`src/hw/rtl/assert_macros.svh`:
```
// Assertion macros used by the top-level RTL file of the I2C master bit engine.
`ifndef ASSERT_MACROS_SVH
`define ASSERT_MACROS_SVH
`ifndef SYNTHESIS
`define I2CBE_ASSERT(lbl, clk, rstn, prop) \
    lbl: assert property (@(posedge clk) disable iff (!rstn) prop) \
        else $error("assertion failed");
`define I2CBE_ASSERT_NEVER(lbl, clk, rstn, expr) \
    lbl: assert property (@(posedge clk) disable iff (!rstn) !(expr)) \
        else $error("assertion failed");
`else
`define I2CBE_ASSERT(lbl, clk, rstn, prop)
`define I2CBE_ASSERT_NEVER(lbl, clk, rstn, expr)
`endif
`endif

```
`src/hw/rtl/i2cbe_pkg.sv`:
```
// Types, codes and sequence tables of the I2C master bit engine.
`timescale 1ns / 1ps
package i2cbe_pkg;

    localparam int UNIT_COUNT_BITS_DEF = 16;
    localparam int UNIT_W = 16;
    localparam logic [UNIT_W-1:0] UNIT_TICKS_RESET = 16'd50;
    localparam int QUEUE_DEPTH = 2;

    localparam logic [2:0] OP_NONE  = 3'd0;
    localparam logic [2:0] OP_START = 3'd1;
    localparam logic [2:0] OP_STOP  = 3'd2;
    localparam logic [2:0] OP_WRITE = 3'd3;
    localparam logic [2:0] OP_READ  = 3'd4;
    localparam logic [2:0] OP_SACK  = 3'd5;
    localparam logic [2:0] OP_GACK  = 3'd6;

    localparam logic [3:0] ST_SCL0  = 4'd0;
    localparam logic [3:0] ST_SCL1  = 4'd1;
    localparam logic [3:0] ST_SDA0  = 4'd2;
    localparam logic [3:0] ST_SDA1  = 4'd3;
    localparam logic [3:0] ST_SDAD  = 4'd4;
    localparam logic [3:0] ST_SDAA  = 4'd5;
    localparam logic [3:0] ST_SCL1S = 4'd6;
    localparam logic [3:0] ST_SCL1R = 4'd7;
    localparam logic [3:0] ST_SCL1A = 4'd8;
    localparam logic [3:0] ST_DLY   = 4'd9;
    localparam logic [3:0] ST_DLYL  = 4'd10;

    localparam logic [3:0] BITS_PER_BYTE = 4'd8;

    typedef struct packed {
        logic       is_cmd;
        logic [2:0] op;
        logic [7:0] data_byte;
        logic       ack_bit;
        logic       sda_level;
    } item_t;

    typedef struct packed {
        logic       rejected;
        logic       ack_seen;
        logic [7:0] read_data;
        logic       done_res;
        logic       busy_res;
        logic       sda_drive;
        logic       scl;
    } res_t;

    typedef struct packed {
        logic  valid;
        item_t item;
    } q_out_t;

    function automatic logic [3:0] seq_step(input logic [2:0] op, input logic [2:0] ph);
        logic [3:0] c;
        c = ST_SCL0;
        case (op)
            OP_START: begin
                case (ph)
                    3'd1: c = ST_SDA1;
                    3'd2: c = ST_SCL1;
                    3'd3: c = ST_DLY;
                    3'd4: c = ST_SDA0;
                    3'd5: c = ST_DLY;
                    default: c = ST_SCL0;
                endcase
            end
            OP_STOP: begin
                case (ph)
                    3'd0: c = ST_SCL0;
                    3'd1: c = ST_SDA0;
                    3'd2: c = ST_SCL1;
                    3'd4: c = ST_SDA1;
                    default: c = ST_DLY;
                endcase
            end
            OP_WRITE: begin
                case (ph)
                    3'd1: c = ST_SDAD;
                    3'd2: c = ST_DLY;
                    3'd3: c = ST_DLY;
                    3'd4: c = ST_SCL1S;
                    3'd5: c = ST_DLYL;
                    default: c = ST_SCL0;
                endcase
            end
            OP_READ: begin
                case (ph)
                    3'd1: c = ST_SDA1;
                    3'd3: c = ST_DLY;
                    3'd4: c = ST_DLY;
                    3'd5: c = ST_SCL1R;
                    3'd6: c = ST_DLYL;
                    default: c = ST_SCL0;
                endcase
            end
            OP_SACK: begin
                case (ph)
                    3'd1: c = ST_SDAA;
                    3'd2: c = ST_DLY;
                    3'd3: c = ST_DLY;
                    3'd4: c = ST_SCL1;
                    3'd5: c = ST_DLY;
                    default: c = ST_SCL0;
                endcase
            end
            OP_GACK: begin
                case (ph)
                    3'd1: c = ST_SDA1;
                    3'd2: c = ST_DLY;
                    3'd3: c = ST_DLY;
                    3'd4: c = ST_SCL1A;
                    3'd5: c = ST_DLY;
                    default: c = ST_SCL0;
                endcase
            end
            default: c = ST_SCL0;
        endcase
        return c;
    endfunction

    function automatic logic [3:0] seq_len(input logic [2:0] op);
        logic [3:0] n;
        n = (op == OP_READ) ? 4'd8 : 4'd7;
        return n;
    endfunction

    function automatic logic [2:0] loop_at(input logic [2:0] op);
        logic [2:0] p;
        p = (op == OP_READ) ? 3'd2 : 3'd0;
        return p;
    endfunction

endpackage

```
`src/hw/rtl/i2c_master_bit_engine_top.sv`:
```
// Top level of the I2C master bit engine: front end, item queue and bus sequencer.
`timescale 1ns / 1ps
`include "assert_macros.svh"
// Each input item is one tick of the bus timer and yields exactly one result item
// with the SCL and SDA levels for that tick. The engine accepts one item per clock
// cycle while the queue is not full and delivers one result per cycle while the
// output is not stalled; an item is written into the two-entry queue and then into
// the result register, where its result becomes valid. The
// sequencer advances one step per item, its state being the only loop, and a delay
// step holds the lines for unit_ticks items (0 is taken as 1). Write unit_ticks
// only while no command is running and all results have been taken.
module i2c_master_bit_engine_top #(
    parameter int UNIT_COUNT_BITS = i2cbe_pkg::UNIT_COUNT_BITS_DEF
) (
    input  logic        aclk,
    input  logic        aresetn,
    input  logic        cfg_wr_en,
    input  logic [15:0] cfg_wr_data,   // unit_ticks
    input  logic        s_tvalid,
    output logic        s_tready,
    input  logic [15:0] s_tdata,       // data_byte[7:0], ack_bit[8], sda_level[9], zero pad
    input  logic [2:0]  s_tuser,       // func[2:0]
    output logic        m_tvalid,
    input  logic        m_tready,
    output logic [15:0] m_tdata        // scl[0], sda_drive[1], busy_res[2], done_res[3],
                                       // read_data[11:4], ack_seen[12], rejected[13], zero pad
);

    i2cbe_pkg::item_t  item;
    i2cbe_pkg::q_out_t head;
    i2cbe_pkg::res_t   res;
    logic              q_full, pop;

    i2cbe_front u_front (
        .func    (s_tuser),
        .payload (s_tdata),
        .item    (item)
    );

    assign s_tready = !q_full;

    i2cbe_queue u_queue (
        .aclk      (aclk),
        .aresetn   (aresetn),
        .push      (s_tvalid),
        .push_item (item),
        .full      (q_full),
        .pop       (pop),
        .head      (head)
    );

    i2cbe_back #(
        .UNIT_COUNT_BITS (UNIT_COUNT_BITS)
    ) u_back (
        .aclk        (aclk),
        .aresetn     (aresetn),
        .cfg_wr_en   (cfg_wr_en),
        .cfg_wr_data (cfg_wr_data),
        .head        (head),
        .pop         (pop),
        .res         (res),
        .res_valid   (m_tvalid),
        .res_ready   (m_tready)
    );

    assign m_tdata = {2'b00, res.rejected, res.ack_seen, res.read_data,
                      res.done_res, res.busy_res, res.sda_drive, res.scl};

    `I2CBE_ASSERT_NEVER(a_done_not_busy, aclk, aresetn, m_tvalid && res.done_res && res.busy_res)
    `I2CBE_ASSERT(a_rej_in_cmd, aclk, aresetn, (m_tvalid && res.rejected) |-> (res.busy_res || res.done_res))
    `I2CBE_ASSERT_NEVER(a_no_overwrite, aclk, aresetn, pop && m_tvalid && !m_tready)
    `I2CBE_ASSERT_NEVER(a_pop_empty, aclk, aresetn, pop && !head.valid)

endmodule

```
`src/hw/rtl/i2cbe_front.sv`:
```
// Front end: unpacks an input item and classifies its command code.
`timescale 1ns / 1ps
module i2cbe_front (
    input  logic [2:0]     func,
    input  logic [15:0]    payload,
    output i2cbe_pkg::item_t item
);

    always_comb begin
        item.is_cmd    = func inside {[i2cbe_pkg::OP_START:i2cbe_pkg::OP_GACK]};
        item.op        = item.is_cmd ? func : i2cbe_pkg::OP_NONE;
        item.data_byte = payload[7:0];
        item.ack_bit   = payload[8];
        item.sda_level = payload[9];
    end

endmodule

```
`src/hw/rtl/i2cbe_queue.sv`:
```
// Short queue of classified items between the front end and the sequencer.
`timescale 1ns / 1ps
module i2cbe_queue (
    input  logic             aclk,
    input  logic             aresetn,
    input  logic             push,
    input  i2cbe_pkg::item_t push_item,
    output logic             full,
    input  logic             pop,
    output i2cbe_pkg::q_out_t head
);

    localparam int PW = (i2cbe_pkg::QUEUE_DEPTH > 1) ? $clog2(i2cbe_pkg::QUEUE_DEPTH) : 1;
    localparam int CW = $clog2(i2cbe_pkg::QUEUE_DEPTH + 1);
    localparam logic [PW-1:0] LAST = PW'(i2cbe_pkg::QUEUE_DEPTH - 1);
    localparam logic [CW-1:0] DEPTH_C = CW'(i2cbe_pkg::QUEUE_DEPTH);

    i2cbe_pkg::item_t mem_reg [i2cbe_pkg::QUEUE_DEPTH];
    logic [PW-1:0] wr_reg, wr_next, rd_reg, rd_next;
    logic [CW-1:0] cnt_reg, cnt_next;
    logic          do_push, do_pop;

    assign full     = (cnt_reg == DEPTH_C);
    assign do_push  = push && !full;
    assign do_pop   = pop && (cnt_reg != '0);
    assign head.valid = (cnt_reg != '0);
    assign head.item  = mem_reg[rd_reg];

    always_comb begin
        wr_next  = do_push ? ((wr_reg == LAST) ? '0 : wr_reg + 1'b1) : wr_reg;
        rd_next  = do_pop ? ((rd_reg == LAST) ? '0 : rd_reg + 1'b1) : rd_reg;
        cnt_next = cnt_reg;
        if (do_push && !do_pop) begin
            cnt_next = cnt_reg + 1'b1;
        end else if (do_pop && !do_push) begin
            cnt_next = cnt_reg - 1'b1;
        end
    end

    always_ff @(posedge aclk) begin
        if (!aresetn) begin
            wr_reg  <= '0;
            rd_reg  <= '0;
            cnt_reg <= '0;
        end else begin
            wr_reg  <= wr_next;
            rd_reg  <= rd_next;
            cnt_reg <= cnt_next;
        end
    end

    always_ff @(posedge aclk) begin
        if (do_push) begin
            mem_reg[wr_reg] <= push_item;
        end
    end

endmodule

```
`src/hw/rtl/i2cbe_back.sv`:
```
// Back end: bus sequencer that runs one step per item, with the result register.
`timescale 1ns / 1ps
module i2cbe_back #(
    parameter int UNIT_COUNT_BITS = i2cbe_pkg::UNIT_COUNT_BITS_DEF
) (
    input  logic              aclk,
    input  logic              aresetn,
    input  logic              cfg_wr_en,
    input  logic [15:0]       cfg_wr_data,
    input  i2cbe_pkg::q_out_t head,
    output logic              pop,
    output i2cbe_pkg::res_t   res,
    output logic              res_valid,
    input  logic              res_ready
);

    localparam int W = UNIT_COUNT_BITS;

    logic [15:0]  unit_reg;
    logic [2:0]   op_reg, op_next;
    logic [2:0]   phase_reg, phase_next;
    logic [3:0]   bit_reg, bit_next;
    logic [7:0]   sh_reg, sh_next;
    logic [W-1:0] wait_reg, wait_next;
    logic         scl_reg, scl_next;
    logic         sda_reg, sda_next;
    logic         ack_reg, ack_next;
    logic [7:0]   last_reg, last_next;
    logic         outv_reg;
    i2cbe_pkg::res_t res_reg;

    logic         fire, run, adv, done, rej;
    logic [3:0]   code, code_nxt, nxt, bit_inc;
    logic [15:0]  unit_m1;
    logic [31:0]  unit_ext;
    logic [W-1:0] wait_load;

    assign fire      = head.valid && (!outv_reg || res_ready);
    assign pop       = fire;
    assign res       = res_reg;
    assign res_valid = outv_reg;

    assign unit_m1   = ((unit_reg == '0) ? 16'd1 : unit_reg) - 16'd1;
    assign unit_ext  = {16'd0, unit_m1};
    assign wait_load = unit_ext[W-1:0];

    always_comb begin
        op_next    = op_reg;
        phase_next = phase_reg;
        bit_next   = bit_reg;
        sh_next    = sh_reg;
        wait_next  = wait_reg;
        scl_next   = scl_reg;
        sda_next   = sda_reg;
        ack_next   = ack_reg;
        last_next  = last_reg;
        run        = 1'b0;
        rej        = 1'b0;
        done       = 1'b0;
        adv        = 1'b0;
        code       = i2cbe_pkg::ST_SCL0;
        code_nxt   = i2cbe_pkg::ST_SCL0;
        nxt        = 4'd0;
        bit_inc    = 4'd0;
        if (fire) begin
            if (op_reg == i2cbe_pkg::OP_NONE) begin
                if (head.item.is_cmd) begin
                    op_next    = head.item.op;
                    phase_next = 3'd0;
                    bit_next   = 4'd0;
                    wait_next  = '0;
                    if (head.item.op == i2cbe_pkg::OP_WRITE) begin
                        sh_next = head.item.data_byte;
                    end else if (head.item.op == i2cbe_pkg::OP_SACK) begin
                        sh_next = {7'd0, head.item.ack_bit};
                    end else begin
                        sh_next = 8'd0;
                    end
                    run = 1'b1;
                end
            end else begin
                rej = head.item.is_cmd;
                run = 1'b1;
            end
        end
        if (run) begin
            code = i2cbe_pkg::seq_step(op_next, phase_next);
            nxt  = {1'b0, phase_next} + 4'd1;
            adv  = 1'b1;
            case (code)
                i2cbe_pkg::ST_SCL0: scl_next = 1'b0;
                i2cbe_pkg::ST_SCL1: scl_next = 1'b1;
                i2cbe_pkg::ST_SDA0: sda_next = 1'b0;
                i2cbe_pkg::ST_SDA1: sda_next = 1'b1;
                i2cbe_pkg::ST_SDAD: sda_next = sh_next[7];
                i2cbe_pkg::ST_SDAA: sda_next = sh_next[0];
                i2cbe_pkg::ST_SCL1S: begin
                    scl_next = 1'b1;
                    sh_next  = {sh_next[6:0], 1'b0};
                end
                i2cbe_pkg::ST_SCL1R: begin
                    scl_next = 1'b1;
                    sh_next  = {sh_next[6:0], head.item.sda_level};
                end
                i2cbe_pkg::ST_SCL1A: begin
                    scl_next = 1'b1;
                    ack_next = head.item.sda_level;
                end
                default: begin
                    if (wait_next != '0) begin
                        wait_next = wait_next - 1'b1;
                        adv       = 1'b0;
                    end else if (code == i2cbe_pkg::ST_DLYL) begin
                        bit_inc  = bit_next + 4'd1;
                        bit_next = bit_inc;
                        if (bit_inc < i2cbe_pkg::BITS_PER_BYTE) begin
                            nxt = {1'b0, i2cbe_pkg::loop_at(op_next)};
                        end
                    end
                end
            endcase
            if (adv) begin
                if (nxt >= i2cbe_pkg::seq_len(op_next)) begin
                    if (op_next == i2cbe_pkg::OP_READ) begin
                        last_next = sh_next;
                    end
                    op_next    = i2cbe_pkg::OP_NONE;
                    phase_next = 3'd0;
                    done       = 1'b1;
                end else begin
                    phase_next = nxt[2:0];
                    code_nxt   = i2cbe_pkg::seq_step(op_next, nxt[2:0]);
                    if (code_nxt == i2cbe_pkg::ST_DLY || code_nxt == i2cbe_pkg::ST_DLYL) begin
                        wait_next = wait_load;
                    end
                end
            end
        end
    end

    always_ff @(posedge aclk) begin
        if (!aresetn) begin
            unit_reg  <= i2cbe_pkg::UNIT_TICKS_RESET;
            op_reg    <= i2cbe_pkg::OP_NONE;
            phase_reg <= '0;
            bit_reg   <= '0;
            sh_reg    <= '0;
            wait_reg  <= '0;
            scl_reg   <= 1'b1;
            sda_reg   <= 1'b1;
            ack_reg   <= 1'b0;
            last_reg  <= '0;
            outv_reg  <= 1'b0;
        end else begin
            if (cfg_wr_en) begin
                unit_reg <= cfg_wr_data;
            end
            op_reg    <= op_next;
            phase_reg <= phase_next;
            bit_reg   <= bit_next;
            sh_reg    <= sh_next;
            wait_reg  <= wait_next;
            scl_reg   <= scl_next;
            sda_reg   <= sda_next;
            ack_reg   <= ack_next;
            last_reg  <= last_next;
            if (fire) begin
                outv_reg <= 1'b1;
            end else if (res_ready) begin
                outv_reg <= 1'b0;
            end
        end
    end

    always_ff @(posedge aclk) begin
        if (fire) begin
            res_reg.scl       <= scl_next;
            res_reg.sda_drive <= sda_next;
            res_reg.busy_res  <= (op_next != i2cbe_pkg::OP_NONE);
            res_reg.done_res  <= done;
            res_reg.read_data <= last_next;
            res_reg.ack_seen  <= ack_next;
            res_reg.rejected  <= rej;
        end
    end

endmodule

```
`config.mk`:
```
export PLATFORM = sky130hd
export DESIGN_NAME = i2c_master_bit_engine_top
export DESIGN_NICKNAME = d
export VERILOG_FILES = /design/src/hw/rtl/i2cbe_pkg.sv /design/src/hw/rtl/i2c_master_bit_engine_top.sv /design/src/hw/rtl/i2cbe_front.sv /design/src/hw/rtl/i2cbe_queue.sv /design/src/hw/rtl/i2cbe_back.sv
export VERILOG_INCLUDE_DIRS = /design/src /design/src/hw/rtl
export SDC_FILE = /design/constraint.sdc
export NUM_CORES = 1
export LEC_CHECK = 0
export ABC_AREA = 1
export BUFFER_PORTS_ARGS = -buffer_cell sky130_fd_sc_hd__buf_2
export CAP_MARGIN = 20
export CELL_PAD_IN_SITES_DETAIL_PLACEMENT = 1
export CELL_PAD_IN_SITES_GLOBAL_PLACEMENT = 1
export CORE_UTILIZATION = 46
export CTS_BUF_LIST = sky130_fd_sc_hd__clkbuf_8
export CTS_CLUSTER_DIAMETER = 100
export DETAILED_ROUTE_END_ITERATION = 12
export PLACE_DENSITY_LB_ADDON = 0.1
export SYNTH_ARGS = -nofsm -noshare
export SYNTH_HDL_FRONTEND = slang
export SYNTH_HIERARCHICAL = 1
export SYNTH_SLANG_ARGS = --single-unit
export TNS_END_PERCENT = 1
```
`constraint.sdc`:
```
create_clock -name aclk -period 6.9 [get_ports aclk]
set_input_delay 2.07 -clock aclk [delete_from_list [all_inputs] [get_ports aclk]]
set_output_delay 2.07 -clock aclk [all_outputs]
set_load 0.005 [all_outputs]
```
# Yosys cells after proc, flatten, opt, wreduce, memory -nomap -nowiden
# Memories as Yosys holds them, arrays and structs flattened. A register that Yosys moved wholly into a read port is not among the register bits.
# Cells that the tools add are included.
[totals]
mem_bits_rw = 28
regBits = 80
wordCells = 188
out_inout_bits = 18
mem_count = 1
[memory_table]
columns = ["memory", "words", "width", "read_ports", "rd_ports_with_merged_regs", "write_ports", "line", "rtl"]
rows = [
  ["u_queue.mem_reg", 2, 14, 1, 1, 1, "i2cbe_queue.sv:18", "i2cbe_pkg::item_t mem_reg [i2cbe_pkg::QUEUE_DEPTH];"],
]
[classes]
n_eq_ne = 32
n_addsub = 8
n_mux = 89
order_cmp = 4
reduce_logical = 33
[ops]
columns = ["cell", "n"]
rows = [
  ["$mux W16", 10],
  ["$pmux W4 S4", 8],
  ["$mux W8", 9],
  ["$mux W4", 17],
  ["$pmux W4 S3", 4],
  ["$pmux W4 S6", 2],
  ["$mux W3", 13],
  ["$sub A16 B1 Y16 const B", 2],
  ["$eq A3 B3 Y1 const B", 10],
  ["$eq A3 B2 Y1 const B", 7],
  ["$mux W1", 20],
  ["$eq A4 B3 Y1 const B", 4],
  ["$eq A4 B4 Y1 const B", 4],
  ["$logic_not A16 Y1", 1],
  ["$pmux W8 S2", 1],
  ["$reduce_bool A16 Y1", 1],
  ["$reduce_or A2 Y1", 6],
  ["$eq A3 B1 Y1 const B", 3],
  ["$logic_not A3 Y1", 3],
  ["$reduce_or A9 Y1", 1],
  ["$eq A4 B2 Y1 const B", 2],
  ["$logic_and A1 B1 Y1", 6],
  ["$mux W2", 3],
  ["$reduce_bool A2 Y1", 3],
  ["other kinds (20)", 26],
]

# Longest topological paths before layout
[depth]
word_depth = 27
ltp_mapped = 34
mapped_depth_nobuf = 34

# Modules after synthesis
# The synthesis kept the hierarchy.
[by_module_without_submodules]
columns = ["mod", "n_inst", "cells_each", "area_each_um2", "seq_area_each_um2"]
rows = [
  ["i2cbe_back", 1, 810, 5446.5, 1661.6],
  ["i2cbe_queue", 1, 80, 1255.0, 940.9],
  ["i2cbe_front", 1, 18, 113.9, 0.0],
  ["i2c_master_bit_engine_top", 1, 4, 22.5, 0.0],
]

# Worst setup path after synthesis
# Ideal clock, no wire load.
[synth_path]
path_kind = "input -> register"
from = "input m_tready"
to = "register u_back.wait_reg[10]"
path_buffers = 3
setup_ns = 0.135
path_slack_ns = 0.833
t_required_ns = 6.765
cell_stages = 32
arrival_ns = 5.932
cell_sequence = "inv_1 -> nand2_2 -> nand2_2 -> inv_2 -> nand3_4 -> buf_6 -> buf_2 -> inv_1 -> nor2_1 -> inv_1 -> ha_1 -> nand2_1 -> nor2_1 -> nand2_1 -> nor2_2 -> nand4_1 -> nor2_2 -> nand3_4 -> nand2_4 -> nand2_4 -> ha_1 -> inv_1 -> nor2_1 -> o21ai_0 -> nand2_1 -> a31oi_1 -> inv_1 -> nor2_4 -> clkbuf_1 -> nand4_1 -> nand3_1 -> a21oi_1"
[synth_between]
elab_chain_len = 26
elab_cells_between_ends = 89
classes_between = "add/sub: 3; order compare: 2; eq/ne: 29; mux: 39; reduce/logical: 16"
[synth_rtl]
columns = ["item", "line", "rtl"]
rows = [
  ["start: declaration", "i2c_master_bit_engine_top.sv:24", "input logic m_tready,"],
  ["$logic_or A1 B1 Y1 (*)", "i2cbe_back.sv:38", "assign fire = head.valid && (!outv_reg || res_ready);"],
  ["$logic_and A1 B1 Y1 (*)", "i2cbe_back.sv:38", ""],
  ["net pop", "i2c_master_bit_engine_top.sv:32", "logic q_full, pop;"],
  ["$mux W3", "i2cbe_back.sv:65", "if (fire) begin"],
  ["$eq A3 B2 Y1 (tied with other cells)", "-", ""],
  ["$reduce_or A3 Y1 (no line) or $reduce_or A2 Y1 (tied branches)", "-", ""],
  ["$pmux W4 S3 (tied with other cells)", "i2cbe_pkg.sv:109", "case (ph)"],
  ["$pmux W4 S6", "i2cbe_pkg.sv:58", "case (op)"],
  ["(+11 left out)", "-", ""],
  ["$mux W4", "i2cbe_back.sv:122", "if (adv) begin"],
  ["$mux W4", "i2cbe_back.sv:86", "if (run) begin"],
  ["$eq A4 B4 Y1", "i2cbe_back.sv:133", "if (code_nxt == i2cbe_pkg::ST_DLY || code_nxt == i2cbe_pkg::ST_DLYL) begin"],
  ["$logic_or A1 B1 Y1", "i2cbe_back.sv:133", ""],
  ["$mux W16", "i2cbe_back.sv:133", ""],
  ["$mux W16", "i2cbe_back.sv:123", "if (nxt >= i2cbe_pkg::seq_len(op_next)) begin"],
  ["$mux W16", "i2cbe_back.sv:122", ""],
  ["$mux W16 (*)", "i2cbe_back.sv:86", ""],
  ["end signal: assignment", "i2cbe_back.sv:162", "wait_reg <= wait_next;"],
  ["end: declaration", "i2cbe_back.sv:24", "logic [W-1:0] wait_reg, wait_next;"],
]
# Mark *: on every way through the listed nets, which the timed path passes. The rest lies on a longest branch. The select of a mux whose other input is x is not followed.
# A chain may end at the register's enable or synchronous reset.

# Final worst setup path
[layout_path]
from = "input m_tready"
to = "register u_back.wait_reg[14]"
# Same word-level chain as after synthesis.

==> out/metrics.yaml <==
status: "completed"
hold_path_end: "u_back/bit_reg[3]$_SDFF_PN0_"
dp_hpwl_um: 13500
gp_congestion: 0.838
critPathLaunchType: "input port"
layout_setup_ws_ps: 573
crit_path_top_delay_cell: "ha_1"
synth_compound_area_share_pct: 11.7
slowest_delay_ps: 310
clkSlewWorstSetupHoldPaths_ps: 110
timing.final.crit_share_pct: 91.7
syn_area_um2: 6840
yosys_most_used_dff: "dfxtp_1"
worst-setup-path-type: "in2reg"
initial_utilization_pct: 47.0
worst_pin_slew_ps: 840
die_w_um: 124
n_antenna_cell: 0
synth_edf_count: 42
hp-class: "reg2reg"
fin_setup_tns_ps: 0
max_freq_ghz: 0.158
holdCritStartpoint: "u_back/bit_reg[3]$_SDFF_PN0_"
drt-initial-drc-count: 212
ios: 58
die_area_um2: 15400
area.growth.synth_to_final_pct: 7.58
drive_gt1_share_pct: 17.5
final_nets: 1002
synth_top_family_by_area: "simple AND/OR/NAND/NOR gates"
clock-skew-final_ps: 21.9
antenna_found_initial: 0
final_cells: 1134
timing.final.crit_period_ps: 6330
cts_hold_buf: 0
maxCapViolCount: 0
largest_register_ffs: 28
synth-seq-cells: 109
cts_resized: 0
drtAntennaViolNets: 0
critical_path_arrival_ps: 6600
cts_tree: "built"
synth-xor-area-share_pct: 3.07
clock_latency_ps: 400
synthMuxAreaShare_pct: 2.45
cp.required_ps: 7170
synthDistinctLibCells: 51
post-route-util_pct: 50.6
rr_worst_depth: 28
p_leak_nw: 3.49
grt_start_max_net_pins: 40
final_cell_mix: "nand2_1 (202), inv_1 (113), nor2_1 (91)"
finalSetupViolations: 0
route.detailed.drc: 0
grt_pass1_wl_um: 29200
synth-async-reset-ratio_pct: 0
reg2reg_slack_ps: 1580
via_per_inst: 5.25
totalPowerFinal_mw: 3.51
crit_path_end_kind: "register"
min_path_cells: 2
ir_drop_mv: 0.182
ys_seq_area_share_pct: 38.1
cts_buffers: 9
cp_max_fo: 11
cts_buffer_depth: 2
routedWlPerCell_um: 15.7
pre_cts_ws_ps: 186
yosys.area_share.simple_pct: 31.0
cts_sinks: 109
track_usage_pct: 24.6
dp.cells: 1118
finalHoldViolCount: 0
slew_headroom_pct: 43.6
layout_commonest_cell: "nand2_1"
vias: 5948
final_max_slew_viol_count: 0
r2r_end: "u_back/wait_reg[14]$_SDFF_PN0_"
postCtsSetupBuffers: 0
core_area_um2: 14500
syn_inst: 912
chipHeight_um: 124
rsz0062_at_grt: "false"
portBuffers: 49
htree_num_levels: 3
synth_fa_ha_area_share_pct: 3.11
placement_rows: 44
overflow: 0
syn_avg_cell_area_um2: 7.50
cts-root-buf: "clkbuf_8"
drt_first_pass_iters: 4
yosysWarnings: 6
drt_wl_total_um: 17800
p_per_area_nw_per_um2: 478
grt_pass1_vias: 6068
[per-stage QoR]
step,instance area [um2],hold WS [ps]
2_1_floorplan,6840,437
3_3_place_gp,7150,452
3_5_place_dp,7170,471
4_1_cts,7360,490
5_1_grt,7360,517
6_report,7360,491
[kinds of logic (layout without fill, tap and decap cells)]
logic type / count (synthesis) / after routing
and+or+nand+nor: 442 / 442
adders and majority gates: 17 / 17
buffers and inverters: 169 / 206
AOI/OAI and AO/OA: 135 / 135
other: 1 / 2
DFF: 109 / 109
muxes: 15 / 15
xor gates and xnor gates: 24 / 24
[cells in the mapped netlist (5+ instances only)]
master | count | area (um2)
nand2_1 | 202 | 758
inv_1 | 112 | 420
nor2_1 | 91 | 342
dfxtp_1 | 67 | 1340
nand3_1 | 59 | 295
a21oi_1 | 44 | 220
o21ai_0 | 44 | 220
edfxtp_1 | 42 | 1260
nand4_1 | 19 | 119
ha_1 | 17 | 213
clkbuf_1 | 16 | 60.1
xor2_1 | 15 | 131
inv_2 | 14 | 52.6
mux2_2 | 14 | 158
nand2_2 | 13 | 81.3
buf_4 | 12 | 90.1
a31oi_1 | 10 | 62.6
o211ai_1 | 9 | 67.6
xnor2_1 | 9 | 78.8
a211oi_1 | 8 | 60.1
nor2_2 | 8 | 50.1
nor3_1 | 8 | 40.0
or2_2 | 8 | 50.1
nand2_4 | 6 | 67.6
nand3_2 | 6 | 60.1
o21ai_1 | 6 | 30.0
buf_6 | 5 | 56.3
nor2_4 | 5 | 56.3
[worst max path at each step]
stage                        start                              to  slack, ps  cells after the start
after global routing      m_tready   u_back/wait_reg[0]$_SDFF_PN0_         80                     31
after global placement    m_tready         u_back/res[4]$_DFFE_PN_        380                     31
final                     m_tready  u_back/wait_reg[14]$_SDFF_PN0_        570                     31
after floorplan           m_tready  u_back/wait_reg[10]$_SDFF_PN0_        830                     32
after detailed placement  m_tready  u_back/wait_reg[14]$_SDFF_PN0_        190                     32
after CTS                 m_tready  u_back/wait_reg[14]$_SDFF_PN0_        610                     32
[critical path: cells and delay by family]
| kind | cells | cell delay (ps) |
|---|---|---|
| adders and majority gates | 2 | 580 |
| and+or+nand+nor | 18 | 2420 |
| buffers and inverters | 8 | 960 |
| AOI/OAI and AO/OA | 3 | 560 |
[per-layer routing]
layer	track usage, %	wire length (um)	up-vias
met4	7.81	277	0
met3	3.66	457	17
met1	31.1	8360	2832
met5	0	0	-
li1	-	-	3018
met2	43.0	8670	81
[power breakdown]
| group | internal, mW | switching (mW) |
|---|---|---|
| logic | 0.693 | 1.53 |
| clock network | 0.138 | 0.243 |
| registers | 0.833 | 0.0742 |
| total | 1.66 | 1.85 |
[area by class of cell]
class	count	area (um2)
clock buffers	9	124
clock inverters	7	62.6
fillers	1890	7180
inverters	131	494
multi-input cells	635	3510
flip-flops and latches	109	2600
well taps	184	230
repair buffers	59	328
Note: power is estimated with default switching activity, not from simulation.
